--- config.mk ---
export PLATFORM = sky130hd
export DESIGN_NAME = window_level_pseudocolor_map_flat
export DESIGN_NICKNAME = d
export VERILOG_FILES = /design/src/hw/rtl/wlpm_pkg.sv /design/src/hw/rtl/wlpm_if.sv /design/src/hw/rtl/wlpm_div.sv /design/src/hw/rtl/window_level_pseudocolor_map.sv /design/src/flat_wrapper.sv
export SDC_FILE = /design/constraint.sdc
export NUM_CORES = 1
export LEC_CHECK = 0
export BUFFER_PORTS_ARGS = -buffer_cell sky130_fd_sc_hd__buf_2
export CAP_MARGIN = 0
export CORE_UTILIZATION = 50
export DETAILED_ROUTE_END_ITERATION = 10
export HOLD_SLACK_MARGIN = 0.03
export PLACE_DENSITY = 0.69
export SYNTH_ARGS = -nofsm -noshare
export SYNTH_HDL_FRONTEND = slang
export SYNTH_SLANG_ARGS = --single-unit
export TNS_END_PERCENT = 100
--- constraint.sdc ---
create_clock -name clk -period 6 [get_ports clk]
set_clock_uncertainty 0.2 [all_clocks]
set_input_delay 0.3 -clock clk [delete_from_list [all_inputs] [get_ports clk]]
set_output_delay 0.3 -clock clk [all_outputs]
set_load 0.01 [all_outputs]
--- src/hw/rtl/wlpm_pkg.sv ---
// Shared constants and types of the window/level pseudo-color mapper.
// No dependencies; every other file imports this package.
`default_nettype none

package wlpm_pkg;

  localparam int KEY_BITS     = 16;
  localparam int CHAN_BITS    = 8;
  localparam int NUM_BITS     = KEY_BITS + CHAN_BITS;
  localparam int DIV_STEPS    = CHAN_BITS;
  localparam int DIFF_BITS    = KEY_BITS + 2;
  localparam int CFG_IDX_BITS = 2;

  localparam logic [CFG_IDX_BITS-1:0] REG_WIDTH  = 2'd0;
  localparam logic [CFG_IDX_BITS-1:0] REG_LEVEL  = 2'd1;
  localparam logic [CFG_IDX_BITS-1:0] REG_PSEUDO = 2'd2;

  localparam logic [KEY_BITS-1:0] WIDTH_RST = 16'd4095;
  localparam logic [KEY_BITS-1:0] LEVEL_RST = 16'd2048;

  localparam logic [1:0] CLS_BLACK = 2'd0;
  localparam logic [1:0] CLS_OVER  = 2'd1;
  localparam logic [1:0] CLS_RAMP  = 2'd2;

  typedef struct packed {
    logic [1:0] cls;
    logic       pseudo;
  } side_t;

  typedef struct packed {
    logic [CHAN_BITS-1:0] red;
    logic [CHAN_BITS-1:0] green;
    logic [CHAN_BITS-1:0] blue;
  } rgb_t;

endpackage

`default_nettype wire

--- src/hw/rtl/wlpm_if.sv ---
// Channel interfaces of the window/level pseudo-color mapper: pixel input,
// color output and register write. Depends on wlpm_pkg.
`default_nettype none

interface wlpm_in_if import wlpm_pkg::*; ();
  logic                valid;
  logic                ready;
  logic [KEY_BITS-1:0] pixel_key;
  modport source (output valid, output pixel_key, input ready);
  modport sink (input valid, input pixel_key, output ready);
endinterface

interface wlpm_out_if import wlpm_pkg::*; ();
  logic                 valid;
  logic                 ready;
  logic [CHAN_BITS-1:0] red;
  logic [CHAN_BITS-1:0] green;
  logic [CHAN_BITS-1:0] blue;
  modport source (output valid, output red, output green, output blue, input ready);
  modport sink (input valid, input red, input green, input blue, output ready);
endinterface

interface wlpm_cfg_if import wlpm_pkg::*; ();
  logic                    valid;
  logic                    ready;
  logic [CFG_IDX_BITS-1:0] index;
  logic [KEY_BITS-1:0]     data;
  modport source (output valid, output index, output data, input ready);
  modport sink (input valid, input index, input data, output ready);
endinterface

`default_nettype wire

--- src/hw/rtl/wlpm_div.sv ---
// Pipelined restoring divider, one quotient bit per register stage.
// Quotient is known to fit CHAN_BITS bits. Depends on wlpm_pkg.
`default_nettype none

module wlpm_div import wlpm_pkg::*; (
  input  logic                 clk,
  input  logic                 rst_n,
  input  logic                 up_valid,
  output logic                 up_ready,
  input  logic [NUM_BITS-1:0]  up_num,
  input  logic [KEY_BITS-1:0]  up_den,
  input  side_t                up_side,
  output logic                 dn_valid,
  input  logic                 dn_ready,
  output logic [CHAN_BITS-1:0] dn_quo,
  output side_t                dn_side
);

  logic [DIV_STEPS-1:0] vld_r;
  logic [NUM_BITS-1:0]  rem_r  [DIV_STEPS];
  logic [KEY_BITS-1:0]  den_r  [DIV_STEPS];
  logic [CHAN_BITS-1:0] quo_r  [DIV_STEPS];
  side_t                side_r [DIV_STEPS];
  logic [DIV_STEPS:0]   rdy;

  assign rdy[DIV_STEPS] = dn_ready;
  assign up_ready       = rdy[0];

  for (genvar s = 0; s < DIV_STEPS; s++) begin : g_step
    logic                 vld_in;
    logic [NUM_BITS-1:0]  rem_in;
    logic [KEY_BITS-1:0]  den_in;
    logic [CHAN_BITS-1:0] quo_in;
    side_t                side_in;
    logic [NUM_BITS-1:0]  dsh;
    logic                 take;
    logic [NUM_BITS-1:0]  rem_nxt;
    logic [CHAN_BITS-1:0] quo_nxt;

    if (s == 0) begin : g_first
      assign vld_in  = up_valid;
      assign rem_in  = up_num;
      assign den_in  = up_den;
      assign quo_in  = '0;
      assign side_in = up_side;
    end else begin : g_next
      assign vld_in  = vld_r[s-1];
      assign rem_in  = rem_r[s-1];
      assign den_in  = den_r[s-1];
      assign quo_in  = quo_r[s-1];
      assign side_in = side_r[s-1];
    end

    assign dsh  = NUM_BITS'(den_in) << (DIV_STEPS - 1 - s);
    assign take = (rem_in >= dsh);

    always_comb begin
      rem_nxt = take ? (rem_in - dsh) : rem_in;
      quo_nxt = quo_in;
      quo_nxt[DIV_STEPS-1-s] = take;
    end

    assign rdy[s] = !vld_r[s] || rdy[s+1];

    always_ff @(posedge clk) begin
      if (!rst_n) begin
        vld_r[s] <= 1'b0;
      end else if (rdy[s]) begin
        vld_r[s] <= vld_in;
      end
    end

    always_ff @(posedge clk) begin
      if (rdy[s] && vld_in) begin
        rem_r[s]  <= rem_nxt;
        den_r[s]  <= den_in;
        quo_r[s]  <= quo_nxt;
        side_r[s] <= side_in;
      end
    end
  end

  assign dn_valid = vld_r[DIV_STEPS-1];
  assign dn_quo   = quo_r[DIV_STEPS-1];
  assign dn_side  = side_r[DIV_STEPS-1];

endmodule

`default_nettype wire

--- src/hw/rtl/window_level_pseudocolor_map.sv ---
// Window/level mapper: 16-bit pixel key to grey or pseudo-color RGB.
// Stages from input transaction to output valid: window compare, scale by 255,
// 8 divider steps, color lookup. Throughput: one pixel per cycle unless stalled.
// A stalled output holds only the stages behind it; bubbles are squeezed out.
// Reset (synchronous, active low): pipeline empty, width 4095, level 2048, grey.
// Depends on wlpm_pkg, wlpm_if and wlpm_div.
`default_nettype none

module window_level_pseudocolor_map import wlpm_pkg::*; (
  input  logic       clk,
  input  logic       rst_n,
  wlpm_in_if.sink    in_if,
  wlpm_out_if.source out_if,
  wlpm_cfg_if.sink   cfg_if
);

  localparam logic [7:0] GREY_TOP  = 8'd200;
  localparam logic [7:0] PINK_TOP  = 8'd220;
  localparam logic [7:0] YEL_TOP   = 8'd240;
  localparam logic [7:0] PINK_BASE = 8'd201;
  localparam logic [7:0] YEL_BASE  = 8'd221;
  localparam logic [7:0] BLUE_BASE = 8'd241;
  localparam logic [7:0] BLUE_LAST = 8'd9;

  localparam logic [7:0] PINK_RB [0:19] = '{
    8'd200, 8'd202, 8'd205, 8'd208, 8'd211, 8'd214, 8'd217, 8'd220, 8'd223, 8'd226,
    8'd228, 8'd231, 8'd234, 8'd237, 8'd240, 8'd243, 8'd246, 8'd249, 8'd252, 8'd255};
  localparam logic [7:0] PINK_G [0:19] = '{
    8'd200, 8'd189, 8'd178, 8'd168, 8'd157, 8'd147, 8'd136, 8'd126, 8'd115, 8'd105,
    8'd94,  8'd84,  8'd73,  8'd63,  8'd52,  8'd42,  8'd31,  8'd21,  8'd10,  8'd0};
  localparam logic [7:0] YEL_G [0:19] = '{
    8'd0,   8'd13,  8'd26,  8'd40,  8'd53,  8'd67,  8'd80,  8'd93,  8'd107, 8'd120,
    8'd134, 8'd147, 8'd161, 8'd174, 8'd187, 8'd201, 8'd214, 8'd228, 8'd241, 8'd255};
  localparam logic [7:0] YEL_B [0:19] = '{
    8'd255, 8'd241, 8'd228, 8'd214, 8'd201, 8'd187, 8'd174, 8'd161, 8'd147, 8'd134,
    8'd120, 8'd107, 8'd93,  8'd80,  8'd67,  8'd53,  8'd40,  8'd26,  8'd13,  8'd0};
  localparam logic [7:0] BLUE_RG [0:9] = '{
    8'd255, 8'd226, 8'd198, 8'd170, 8'd141, 8'd113, 8'd85, 8'd56, 8'd28, 8'd0};
  localparam logic [7:0] BLUE_B [0:9] = '{
    8'd0, 8'd28, 8'd56, 8'd85, 8'd113, 8'd141, 8'd170, 8'd198, 8'd226, 8'd255};

  function automatic rgb_t map_color(side_t side, logic [CHAN_BITS-1:0] v);
    rgb_t       c;
    logic [7:0] t;
    logic [4:0] t20;
    logic [3:0] t10;
    t   = 8'd0;
    t20 = 5'd0;
    t10 = 4'd0;
    c   = '0;
    case (side.cls)
      CLS_BLACK: begin
        c = '0;
      end
      CLS_OVER: begin
        c.blue  = 8'hFF;
        c.red   = side.pseudo ? 8'h00 : 8'hFF;
        c.green = side.pseudo ? 8'h00 : 8'hFF;
      end
      CLS_RAMP: begin
        if (!side.pseudo || v <= GREY_TOP) begin
          c = '{red: v, green: v, blue: v};
        end else if (v <= PINK_TOP) begin
          t   = v - PINK_BASE;
          t20 = t[4:0];
          c   = '{red: PINK_RB[t20], green: PINK_G[t20], blue: PINK_RB[t20]};
        end else if (v <= YEL_TOP) begin
          t   = v - YEL_BASE;
          t20 = t[4:0];
          c   = '{red: 8'hFF, green: YEL_G[t20], blue: YEL_B[t20]};
        end else begin
          t   = v - BLUE_BASE;
          t10 = (t > BLUE_LAST) ? BLUE_LAST[3:0] : t[3:0];
          c   = '{red: BLUE_RG[t10], green: BLUE_RG[t10], blue: BLUE_B[t10]};
        end
      end
      default: begin
        c = '0;
      end
    endcase
    return c;
  endfunction

  logic [KEY_BITS-1:0] width_r;
  logic [KEY_BITS-1:0] level_r;
  logic                pseudo_r;

  assign cfg_if.ready = 1'b1;

  always_ff @(posedge clk) begin
    if (!rst_n) begin
      width_r  <= WIDTH_RST;
      level_r  <= LEVEL_RST;
      pseudo_r <= 1'b0;
    end else if (cfg_if.valid) begin
      case (cfg_if.index)
        REG_WIDTH:  width_r  <= cfg_if.data;
        REG_LEVEL:  level_r  <= cfg_if.data;
        REG_PSEUDO: pseudo_r <= cfg_if.data[0];
        default: ;
      endcase
    end
  end

  // window: low = level - floor((w-1)/2), high - low = w - 1
  logic [KEY_BITS-1:0]         w_eff;
  logic [KEY_BITS-1:0]         span;
  logic signed [DIFF_BITS-1:0] low;
  logic signed [DIFF_BITS-1:0] diff;
  logic [1:0]                  cls_nxt;

  always_comb begin
    w_eff = (width_r == '0) ? KEY_BITS'(1) : width_r;
    span  = w_eff - KEY_BITS'(1);
    low   = $signed({2'b00, level_r}) - $signed({3'b000, span[KEY_BITS-1:1]});
    diff  = $signed({2'b00, in_if.pixel_key}) - low;
    if (diff <= $signed(DIFF_BITS'(0))) begin
      cls_nxt = CLS_BLACK;
    end else if (diff > $signed({2'b00, span})) begin
      cls_nxt = CLS_OVER;
    end else begin
      cls_nxt = CLS_RAMP;
    end
  end

  logic                 a_vld_r;
  logic [KEY_BITS-1:0]  a_diff_r;
  logic [KEY_BITS-1:0]  a_den_r;
  side_t                a_side_r;
  logic                 a_rdy;

  logic                 b_vld_r;
  logic [NUM_BITS-1:0]  b_num_r;
  logic [KEY_BITS-1:0]  b_den_r;
  side_t                b_side_r;
  logic                 b_rdy;

  logic                 div_up_ready;
  logic                 div_valid;
  logic [CHAN_BITS-1:0] div_quo;
  side_t                div_side;
  logic                 out_rdy;

  logic                 out_valid_r;
  rgb_t                 out_rgb_r;

  assign out_rdy     = !out_valid_r || out_if.ready;
  assign b_rdy       = !b_vld_r || div_up_ready;
  assign a_rdy       = !a_vld_r || b_rdy;
  assign in_if.ready = a_rdy;

  always_ff @(posedge clk) begin
    if (!rst_n) begin
      a_vld_r <= 1'b0;
      b_vld_r <= 1'b0;
    end else begin
      if (a_rdy) begin
        a_vld_r <= in_if.valid;
      end
      if (b_rdy) begin
        b_vld_r <= a_vld_r;
      end
    end
  end

  always_ff @(posedge clk) begin
    if (a_rdy && in_if.valid) begin
      a_diff_r <= diff[KEY_BITS-1:0];
      a_den_r  <= span;
      a_side_r <= '{cls: cls_nxt, pseudo: pseudo_r};
    end
    if (b_rdy && a_vld_r) begin
      b_num_r  <= {a_diff_r, {CHAN_BITS{1'b0}}} - NUM_BITS'(a_diff_r);
      b_den_r  <= a_den_r;
      b_side_r <= a_side_r;
    end
  end

  wlpm_div u_div (
    .clk      (clk),
    .rst_n    (rst_n),
    .up_valid (b_vld_r),
    .up_ready (div_up_ready),
    .up_num   (b_num_r),
    .up_den   (b_den_r),
    .up_side  (b_side_r),
    .dn_valid (div_valid),
    .dn_ready (out_rdy),
    .dn_quo   (div_quo),
    .dn_side  (div_side)
  );

  always_ff @(posedge clk) begin
    if (!rst_n) begin
      out_valid_r <= 1'b0;
    end else if (out_rdy) begin
      out_valid_r <= div_valid;
    end
  end

  always_ff @(posedge clk) begin
    if (out_rdy && div_valid) begin
      out_rgb_r <= map_color(div_side, div_quo);
    end
  end

  assign out_if.valid = out_valid_r;
  assign out_if.red   = out_rgb_r.red;
  assign out_if.green = out_rgb_r.green;
  assign out_if.blue  = out_rgb_r.blue;

endmodule

`default_nettype wire

--- src/flat_wrapper.sv ---
// flat-port wrapper written by rule: the top's interface ports become plain ports
module window_level_pseudocolor_map_flat import wlpm_pkg::*;
  (clk, rst_n, in_if_valid, in_if_pixel_key, in_if_ready, out_if_valid, out_if_red, out_if_green, out_if_blue, out_if_ready, cfg_if_valid, cfg_if_index, cfg_if_data, cfg_if_ready);
  wlpm_in_if in_if_i ();
  wlpm_out_if out_if_i ();
  wlpm_cfg_if cfg_if_i ();
  input  logic clk;
  input  logic rst_n;
  input wire logic [$bits(in_if_i.valid)-1:0] in_if_valid;
  input wire logic [$bits(in_if_i.pixel_key)-1:0] in_if_pixel_key;
  output wire logic [$bits(in_if_i.ready)-1:0] in_if_ready;
  output wire logic [$bits(out_if_i.valid)-1:0] out_if_valid;
  output wire logic [$bits(out_if_i.red)-1:0] out_if_red;
  output wire logic [$bits(out_if_i.green)-1:0] out_if_green;
  output wire logic [$bits(out_if_i.blue)-1:0] out_if_blue;
  input wire logic [$bits(out_if_i.ready)-1:0] out_if_ready;
  input wire logic [$bits(cfg_if_i.valid)-1:0] cfg_if_valid;
  input wire logic [$bits(cfg_if_i.index)-1:0] cfg_if_index;
  input wire logic [$bits(cfg_if_i.data)-1:0] cfg_if_data;
  output wire logic [$bits(cfg_if_i.ready)-1:0] cfg_if_ready;
  assign in_if_i.valid = in_if_valid;
  assign in_if_i.pixel_key = in_if_pixel_key;
  assign in_if_ready = in_if_i.ready;
  assign out_if_valid = out_if_i.valid;
  assign out_if_red = out_if_i.red;
  assign out_if_green = out_if_i.green;
  assign out_if_blue = out_if_i.blue;
  assign out_if_i.ready = out_if_ready;
  assign cfg_if_i.valid = cfg_if_valid;
  assign cfg_if_i.index = cfg_if_index;
  assign cfg_if_i.data = cfg_if_data;
  assign cfg_if_ready = cfg_if_i.ready;
  window_level_pseudocolor_map u_core (.clk(clk), .rst_n(rst_n), .in_if(in_if_i), .out_if(out_if_i), .cfg_if(cfg_if_i));
endmodule
==> results.py, run 1 <==
metrics = {
    "worst_setup_path": {
        "cpPeakStageDelay_ps": 560,
        "worstSetupPathType": "flop to flop",
        "cp-start-kind": "flop",
        "cp_slowest_cell": "or4_4",
        "cp_common_cell": "buf_4",
        "critPathArrivalTime_ps": 6270,
        "endpoint_kind": "flop",
        "worstPathRequired_ps": 6210,
        "critPathMaxFanout": 4,
    },
    "synthesis": {
        "synth_edf_count": 442,
        "ys_async_sr_fraction": 0,
        "postSynthAreaPerCell_sq_um": 10.8,
        "synth_xor_area_frac": 0.0525,
        "synth_top_family_by_area": "compound AO/OA/AOI/OAI gates",
        "synth-seq-cells": 486,
        "synth_compound_gate_area_share": 0.158,
        "ys_types": 99,
        "syn_nets": 2813,
        "synth-adder-area-share": 0.0969,
        "synthMuxAreaShare": 0.0104,
        "ys_seq_area_frac": 0.511,
        "syn_inst": 2565,
        "syn_area_sq_um": 27700,
        "synth-simple-area-share": 0.129,
        "ys_warn_count": 0,
        "synth_ff_type": "edfxtp_1",
    },
    "clock_tree": {
        "cts_tree": "yes",
        "clk_pin_slew_worst_paths_ps": 60,
        "htreeDepth": 2,
        "clockBufferDepth": 3,
        "clk_latency_ps": 590,
        "clock-sinks": 486,
        "cts-root-buf": "clkbuf_16",
        "cts_buffers": 53,
    },
    "global_routing": {
        "antenna_found_initial": 0,
        "grt_pass1_vias": 20400,
        "gr-total-overflow": 0,
        "grt_pass1_wl_mm": 104,
        "grt_max_degree": 51,
        "track_usage": 0.230,
    },
    "final_layout": {
        "fin_area_sq_um": 32000,
        "final_util": 0.589,
        "syn2layout_area_growth_pct": 15.5,
        "drive_gt1_frac": 0.135,
        "layout.nets": 3040,
        "final_common_cell": "edfxtp_1",
        "mostFrequentLayoutCells": "442 x edfxtp_1, 247 x nand2_1, 226 x inv_1, 198 x ha_1, 162 x o21ai_0",
        "final_cells": 3529,
        "antennaDiodeCount": 0,
    },
    "sta": {
        "worst_pin_slew_ps": 1200,
        "worst_slack_ps": -58.4,
        "rsz0062_at_grt": "true",
        "max_freq_mhz": 165,
        "tns_ps": -80.3,
        "setup_viol": 2,
        "period_share": 1.01,
        "max-slew-margin-rel": 0.198,
        "worst_hold_slack_ps": 139,
        "finalHoldViolCount": 0,
        "period_minus_slack_ps": 6060,
        "slew_violations": 0,
    },
    "floorplanning": {
        "coreArea_sq_um": 54200,
        "die_h_um": 237,
        "die_x_um": 237,
        "die-area_sq_um": 56300,
        "num_rows": 85,
        "start_util": 0.510,
        "io_pins": 66,
    },
    "routing": {
        "wirelength_mm": 64.3,
        "drcViolationCount": 0,
        "drt-pass1-iter-count": 6,
        "final_antenna_net_count": 0,
        "vias": 20100,
        "avgViaCountPerCell": 5.71,
        "drtIter0Drc": 1471,
        "routedWlPerCell_um": 18.2,
    },
    "outcome": {
        "status": "finished, violations left",
        "violations": "setup timing",
    },
    "job": {
        "cap_violations": 0,
    },
    "pwr": {
        "p_leak_nw": 12.5,
        "vdd_drop_max_mv": 0.200,
        "finalPower_mw": 8.43,
        "p_per_area_nw_per_um2": 264,
    },
    "place": {
        "gp_congestion": 0.991,
        "dp.cells": 3378,
        "dpl_cell_area_sq_um": 29600,
        "pre_cts_slack_ps": -304,
        "portBuffers": 64,
        "dp_hpwl_mm": 48.5,
    },
    "worst_hold_path": {
        "hp-class": "input pin to flop",
    },
}
==> final timing paths <==
path	cells after the start	startpoint	to	slack, ps
min reg2reg	0	u_core.u_div.quo_r[1][5]$_DFFE_PP_	u_core.u_div.quo_r[1][13]$_DFFE_PP_	200
max reg2reg	30	u_core.width_r[10]$_SDFFE_PN1P_	u_core.a_side_r[2]$_SDFFCE_PP0P_	-60
min	5	in_if_pixel_key[15]	u_core.a_side_r[1]$_SDFFCE_PP0P_	140
max	30	u_core.width_r[10]$_SDFFE_PN1P_	u_core.a_side_r[2]$_SDFFCE_PP0P_	-60
==> logic make-up after synthesis <==
logic type	after synthesis
muxes	25
adders and majority gates	209
buffers and inverters	296
and+or+nand+nor	720
AOI/OAI and AO/OA	662
xor gates and xnor gates	166
DFF	486
other	1
==> routing by layer <==
layer | global-route usage | part of all wire | vias to the layer above
met4 | 0.110 | 0.045 | 0
li1 | - | - | 9871
met2 | 0.408 | 0.49 | 523
met3 | 0.0279 | 0.044 | 172
met1 | 0.277 | 0.42 | 9582
met5 | 0 | 0 | -
==> area by class of cell <==
| cell class | instances | area (sq um) |
|---|---|---|
| clock inverter | 29 | 312 |
| timing repair buffer | 240 | 1720 |
| inverter | 228 | 858 |
| sequential | 486 | 14200 |
| tap | 696 | 871 |
| fill | 4370 | 22300 |
| multi-input combinational | 1783 | 12600 |
| clock buffer | 67 | 1420 |
==> synth_stat cells (all sizes together) (36+ instances only) <==
| library cell | instances | area share |
|---|---|---|
| o21a | 38 | 0.010 |
| nor3 | 68 | 0.012 |
| clkbuf | 47 | 0.0064 |
| nand2 | 248 | 0.034 |
| a21o | 60 | 0.016 |
| a21boi | 36 | 0.0098 |
| nor2b | 51 | 0.012 |
| inv | 228 | 0.031 |
| edfxtp | 442 | 0.48 |
| o21ai | 174 | 0.032 |
| ha | 200 | 0.090 |
| nand3 | 47 | 0.0085 |
| xor2 | 78 | 0.025 |
| a21oi | 148 | 0.027 |
| nor2 | 122 | 0.017 |
| xnor2 | 88 | 0.028 |
| dfxtp | 44 | 0.032 |
==> worst max-delay path, delay by kind of cell (launching register included) <==
family | cells | cell delay (ps)
buffers and inverters | 14 | 1780
AND/OR/NAND/NOR | 6 | 1470
AO/OA/AOI/OAI | 7 | 1410
adder cells (fa/ha/maj) | 2 | 530
flip-flops | 1 | 320
XOR/XNOR | 1 | 220
==> power by group <==
part	internal (mW)	leakage, nW	switching, mW
clock	1.93	0.830	1.30
combinational	0.597	7.34	0.686
sequential	3.84	4.32	0.0811
==> what timing repair did <==
item / in CTS / in global routing
setup endpoints to repair: 2 / 2
pin swaps: 16 / 3
buffers inserted: 19 / 3
hold buffers: 33 / 0
endpoints found under the hold margin: 36 / 0
resized for setup: 13 / 14
==> state kept, by name, indices dropped and copies added, names as in the netlist, 3 cells and up <==
signal / flops
u_core.a_den_r: 16
u_core.a_diff_r: 16
u_core.a_side_r: 3
u_core.b_den_r: 16
u_core.b_num_r: 24
u_core.b_side_r: 3
u_core.level_r: 16
u_core.out_if.blue: 8
u_core.out_if.green: 8
u_core.out_if.red: 8
u_core.u_div.den_r: 112
u_core.u_div.g_step.vld_in: 7
u_core.u_div.quo_r: 36
u_core.u_div.rem_r: 168
u_core.u_div.side_r: 24
u_core.width_r: 16
Note: power is estimated with default switching activity, not from simulation.
==> run 2: changes to the inputs <==
--- a/config.mk
+++ b/config.mk
@@ -7,10 +7,10 @@
 export LEC_CHECK = 0
 export BUFFER_PORTS_ARGS = -buffer_cell sky130_fd_sc_hd__buf_2
 export CAP_MARGIN = 0
-export CORE_UTILIZATION = 50
+export CORE_UTILIZATION = 57
 export DETAILED_ROUTE_END_ITERATION = 10
 export HOLD_SLACK_MARGIN = 0.03
-export PLACE_DENSITY = 0.69
+export PLACE_DENSITY = 0.77
 export SYNTH_ARGS = -nofsm -noshare
 export SYNTH_HDL_FRONTEND = slang
 export SYNTH_SLANG_ARGS = --single-unit
==> results.py, run 2 (synthesized netlist as in run 1, its figures left out) <==
metrics = {
    "worst_setup_path": {
        "critPathArrivalTime_ps": 6510,
        "endpoint_kind": "flop",
        "critPathTopFamily": "compound AO/OA/AOI/OAI gates",
        "cp_common_cell": "buf_4",
        "cp.depth": 29,
        "worstSetupPathType": "flop to flop",
        "r2r_start": "u_core.width_r[10]$_SDFFE_PN1P_",
        "cp-startpoint": "u_core.width_r[10]$_SDFFE_PN1P_",
        "cp_slowest_cell": "or4_4",
        "rr_worst_depth": 29,
        "cpPeakStageDelay_ps": 570,
        "cp-start-kind": "flop",
        "worstPathRequired_ps": 6240,
        "critPathMaxFanout": 5,
        "path_buf_inv": 4,
    },
    "sta": {
        "worst_slack_ps": -267,
        "period_share": 1.04,
        "finalHoldViolCount": 0,
        "tns_ps": -506,
        "max-slew-margin-rel": 0.173,
        "rsz0062_at_grt": "true",
        "period_minus_slack_ps": 6270,
        "setup_viol": 2,
        "max_freq_mhz": 160,
        "slew_violations": 0,
        "worst_pin_slew_ps": 1240,
    },
    "global_routing": {
        "grt_max_degree": 51,
        "grt_pass1_wl_mm": 104,
        "gr-total-overflow": 0,
        "antenna_found_initial": 2,
        "grt_pass1_vias": 20400,
        "track_usage": 0.261,
    },
    "final_layout": {
        "mostFrequentLayoutCells": "442 x edfxtp_1, 247 x nand2_1, 225 x inv_1, 196 x ha_1, 162 x o21ai_0",
        "layout.nets": 3017,
        "final_common_cell": "edfxtp_1",
        "syn2layout_area_growth_pct": 14.6,
        "largest_reg_flops": 168,
        "multi_input_comb_area_sq_um": 12600,
        "fill_cells": 3484,
        "reg_top3": "u_core.u_div.rem_r: 168 flops, u_core.u_div.den_r: 112 flops, u_core.u_div.quo_r: 36 flops",
        "antennaDiodeCount": 0,
        "register_area_sq_um": 14200,
        "drive_gt1_frac": 0.125,
        "regMostFlops": "u_core.u_div.rem_r",
    },
    "clock_tree": {
        "clk_pin_slew_worst_paths_ps": 60,
        "cts-root-buf": "clkbuf_16",
        "cts_buffers": 51,
        "clockBufferDepth": 3,
        "clock-sinks": 486,
        "htreeDepth": 2,
        "clk_latency_ps": 610,
        "cts_tree": "yes",
    },
    "place": {
        "pre_cts_slack_ps": -295,
        "portBuffers": 64,
        "gp_congestion": 0.984,
        "dp_hpwl_mm": 47.0,
    },
    "routing": {
        "vias": 20400,
        "final_antenna_net_count": 0,
        "routedWlPerCell_um": 18.9,
        "wirelength_mm": 64.7,
        "avgViaCountPerCell": 5.96,
        "drcViolationCount": 0,
        "drt-pass1-iter-count": 6,
        "drtIter0Drc": 1591,
    },
    "pwr": {
        "p_per_area_nw_per_um2": 265,
        "p_leak_nw": 12.3,
        "vdd_drop_max_mv": 0.245,
    },
    "job": {
        "cap_violations": 0,
    },
    "floorplanning": {
        "die-area_sq_um": 49500,
        "io_pins": 66,
        "coreArea_sq_um": 47800,
        "die_x_um": 222,
        "start_util": 0.579,
        "num_rows": 80,
        "die_h_um": 222,
    },
    "outcome": {
        "violations": "setup timing",
        "status": "finished, violations left",
    },
    "worst_hold_path": {
        "min_path_cells": 4,
        "hp-class": "input pin to flop",
        "hp-start": "in_if_pixel_key[1]",
    },
}
-- run 2: worst reg2reg max path: cells and delay by family (launching register included) --
family / cells / cell delay [ps]
AOI/OAI and AO/OA: 12 / 1960
buffers and inverters: 4 / 580
adders and majority gates: 3 / 930
xor gates and xnor gates: 3 / 570
and+or+nand+nor: 7 / 1550
DFF: 1 / 320
-- run 2: area by class of cell --
cell class	count	share of cell area
clock buffers	64	0.0428
clock inverters	30	0.0114
inverters	228	0.0271
multi-input cells	1783	0.398
flip-flops and latches	486	0.446
well taps	615	0.0243
repair buffers	219	0.0505
-- run 2: timing repair --
action | 4_1_cts | 5_1_grt
gates resized for setup | 19 | 10
endpoints found under the hold margin | 37 | 0
hold buffers | 47 | 0
setup buffers | 8 | 5
pin swaps | 21 | 4
setup endpoints to repair | 2 | 2
-- run 2: worst paths after layout --
path | end | slack (ps)
setup / recovery | u_core.a_side_r[2]$_SDFFCE_PP0P_ | -270
hold / removal | u_core.a_diff_r[1]$_DFFE_PP_ | 130
setup reg to reg | u_core.a_side_r[2]$_SDFFCE_PP0P_ | -270
hold reg to reg | u_core.b_den_r[2]$_DFFE_PP_ | 210
-- run 2: layer usage --
metal	track usage	up-vias	part of all wire
li1	-	9841	-
met1	0.317	9656	0.41
met2	0.456	683	0.49
met3	0.0389	225	0.051
met4	0.123	4	0.047
met5	0	-	0.00045
-- run 2: per-stage QoR --
stage	area (sq um)	cells	hold slack (ps)	power [mW]	util
floorplan	27700	2565	200	4.76	-
global placement	29300	3271	200	5.09	0.613
detailed placement	29300	3271	205	5.13	0.613
CTS	31600	3420	102	8.42	0.661
global route	31700	3425	137	8.71	0.663
finish	31700	3425	128	8.40	0.663
-- run 2: power breakdown --
group / internal, mW / switching [mW]
clock: 1.94 / 1.30
combinational: 0.571 / 0.670
sequential: 3.84 / 0.0843
==> run 3: changes to the inputs <==
--- a/config.mk
+++ b/config.mk
@@ -7,11 +7,12 @@
 export LEC_CHECK = 0
 export BUFFER_PORTS_ARGS = -buffer_cell sky130_fd_sc_hd__buf_2
 export CAP_MARGIN = 0
-export CORE_UTILIZATION = 57
+export CORE_UTILIZATION = 58
 export DETAILED_ROUTE_END_ITERATION = 10
 export HOLD_SLACK_MARGIN = 0.03
-export PLACE_DENSITY = 0.77
+export PLACE_DENSITY = 0.78
 export SYNTH_ARGS = -nofsm -noshare
 export SYNTH_HDL_FRONTEND = slang
+export SYNTH_HIERARCHICAL = 1
 export SYNTH_SLANG_ARGS = --single-unit
 export TNS_END_PERCENT = 100
==> results.py, run 3 <==
metrics = {
    "outcome": {
        "status": "finished, violations left",
        "violations": "setup timing",
    },
    "clock_tree": {
        "clk_latency_ps": 590,
        "clk_pin_slew_worst_paths_ps": 70,
        "htreeDepth": 2,
        "cts_tree": "yes",
        "clockBufferDepth": 3,
        "clock-sinks": 486,
        "cts_buffers": 50,
        "cts-root-buf": "clkbuf_16",
    },
    "final_layout": {
        "layout.nets": 3196,
        "fin_area_sq_um": 32800,
        "final_common_cell": "edfxtp_1",
        "final_cells": 3606,
        "regMostFlops": "u_core/u_div/rem_r",
        "drive_gt1_frac": 0.152,
        "fill_cells": 3400,
        "syn2layout_area_growth_pct": 16.5,
        "largest_reg_flops": 168,
        "reg_top3": "u_core/u_div/rem_r: 168 flops, u_core/u_div/den_r: 112 flops, u_core/u_div/quo_r: 36 flops",
        "mostFrequentLayoutCells": "442 x edfxtp_1, 265 x nand2_1, 221 x inv_1, 201 x buf_4, 192 x ha_1",
        "antennaDiodeCount": 0,
    },
    "pwr": {
        "finalPower_mw": 8.30,
        "p_per_area_nw_per_um2": 253,
        "vdd_drop_max_mv": 0.285,
        "p_leak_nw": 12.7,
    },
    "sta": {
        "slew_violations": 0,
        "max-slew-margin-rel": 0.201,
        "finalHoldViolCount": 0,
        "period_share": 1.10,
        "period_minus_slack_ps": 6580,
        "setup_viol": 2,
        "rsz0062_at_grt": "true",
        "worst_slack_ps": -578,
        "worst_hold_slack_ps": 174,
        "max_freq_mhz": 152,
        "worst_pin_slew_ps": 1200,
    },
    "routing": {
        "routedWlPerCell_um": 19.0,
        "wirelength_mm": 68.4,
        "final_antenna_net_count": 0,
        "drcViolationCount": 0,
        "drt-pass1-iter-count": 5,
        "drtIter0Drc": 1519,
        "avgViaCountPerCell": 6.02,
        "vias": 21700,
    },
    "synthesis": {
        "syn_inst": 2680,
        "ys_top_cells_by_count": "442 x edfxtp_1, 265 x nand2_1, 223 x inv_1",
        "syn_nets": 2925,
        "yosysMostFrequentCell": "edfxtp_1",
        "synthTopCellsByArea": "edfxtp_1 47%, ha_1 8.8%, nand2_1 3.5%, o21ai_0 3.5%, a21oi_1 3.3%",
        "ys_warn_count": 6,
        "synth_edf_count": 442,
        "synth_ff_type": "edfxtp_1",
        "ys_async_sr_fraction": 0,
        "ys_seq_area_frac": 0.503,
        "ys_types": 93,
        "postSynthAreaPerCell_sq_um": 10.5,
        "synth-seq-cells": 486,
        "yosysTopAreaCell": "edfxtp_1",
        "syn_area_sq_um": 28100,
        "yosysTopAreaCellShare": 0.472,
    },
    "place": {
        "dp_hpwl_mm": 48.2,
        "pre_cts_slack_ps": -766,
        "dpl_cell_area_sq_um": 30100,
        "portBuffers": 64,
        "dp.cells": 3421,
        "gp_congestion": 0.975,
    },
    "global_routing": {
        "gr-total-overflow": 0,
        "track_usage": 0.271,
        "grt_max_degree": 51,
        "antenna_found_initial": 0,
        "grt_pass1_vias": 21400,
        "grt_pass1_wl_mm": 108,
    },
    "worst_setup_path": {
        "worstPathRequired_ps": 6140,
        "cp_slowest_cell": "or4_4",
        "cp-start-kind": "flop",
        "worstSetupPathType": "flop to flop",
        "endpoint_kind": "flop",
        "r2r_start": "u_core/width_r[3]$_SDFFE_PN1P_",
        "critPathArrivalTime_ps": 6720,
        "cp-startpoint": "u_core/width_r[3]$_SDFFE_PN1P_",
        "critPathMaxFanout": 7,
        "cpPeakStageDelay_ps": 560,
    },
    "worst_hold_path": {
        "hp-start": "in_if_pixel_key[0]",
        "hp-class": "input pin to flop",
    },
    "floorplanning": {
        "num_rows": 80,
        "coreArea_sq_um": 47800,
        "die_h_um": 222,
        "start_util": 0.588,
        "die_x_um": 222,
        "die-area_sq_um": 49400,
        "io_pins": 66,
    },
    "job": {
        "cap_violations": 0,
    },
}
-- run 3: final timing paths --
| kind | to | slack (ps) | cells past startpoint |
|---|---|---|---|
| min | u_core/a_diff_r[0]$_DFFE_PP_ | 170 | 4 |
| max | u_core/a_side_r[1]$_SDFFCE_PP0P_ | -580 | 32 |
| min reg2reg | u_core/u_div/side_r[1][9]$_DFFE_PP_ | 220 | 0 |
| max reg2reg | u_core/a_side_r[1]$_SDFFCE_PP0P_ | -580 | 32 |
-- run 3: logic make-up after synthesis --
group	Yosys count	share of synthesized area
AO/OA/AOI/OAI	711	0.163
XOR/XNOR	173	0.0538
adder cells (fa/ha/maj)	208	0.0947
buffers and inverters	311	0.0436
flip-flops	486	0.503
multiplexers	29	0.0117
other	1	0.000133
AND/OR/NAND/NOR	761	0.130
-- run 3: metal layers --
metal | GRT usage | wire length [um] | share of wire | up-vias
li1 | - | - | - | 10400
met2 | 0.486 | 34400 | 0.50 | 812
met5 | 0 | 0 | 0 | -
met3 | 0.0394 | 3490 | 0.051 | 237
met1 | 0.320 | 27300 | 0.40 | 10300
met4 | 0.127 | 3210 | 0.047 | 0
-- run 3: layout make-up --
cell class	instances	area [sq um]	area share
flip-flops and latches	486	14200	0.432
multi-input cells	1883	13100	0.401
repair buffers	303	2210	0.0675
clock buffers	57	1300	0.0396
inverters	227	852	0.0260
well taps	615	769	0.0235
clock inverters	35	344	0.0105
-- run 3: what timing repair did --
item / in CTS / in global routing
resized for setup: 29 / 26
setup endpoints to repair: 2 / 2
hold buffers: 36 / 0
pin swaps: 25 / 30
endpoints found under the hold margin: 35 / 0
gates cloned: 0 / 0
buffers inserted: 48 / 10
-- run 3: worst max-delay path: cells and delay by family (launching register included) --
| family | cells | cell delay (ps) |
|---|---|---|
| XOR/XNOR | 2 | 430 |
| flip-flops | 1 | 320 |
| AND/OR/NAND/NOR | 13 | 2450 |
| adder cells (fa/ha/maj) | 4 | 1020 |
| buffers and inverters | 4 | 490 |
| AO/OA/AOI/OAI | 9 | 1380 |
-- run 3: through the flow --
stage,utilization,TNS (ps)
2_1_floorplan,-,-256
6_report,0.685,-1130
5_1_grt,0.685,-1690
3_5_place_dp,0.629,-1370
3_3_place_gp,0.629,-979
4_1_cts,0.681,-413
-- run 3: where the power goes --
group | internal (mW) | switching [mW] | total (mW)
Combinational | 0.606 | 0.689 | 1.29
Clock | 1.82 | 1.29 | 3.11
Sequential | 3.82 | 0.0781 | 3.90
Total | 6.25 | 2.05 | 8.30
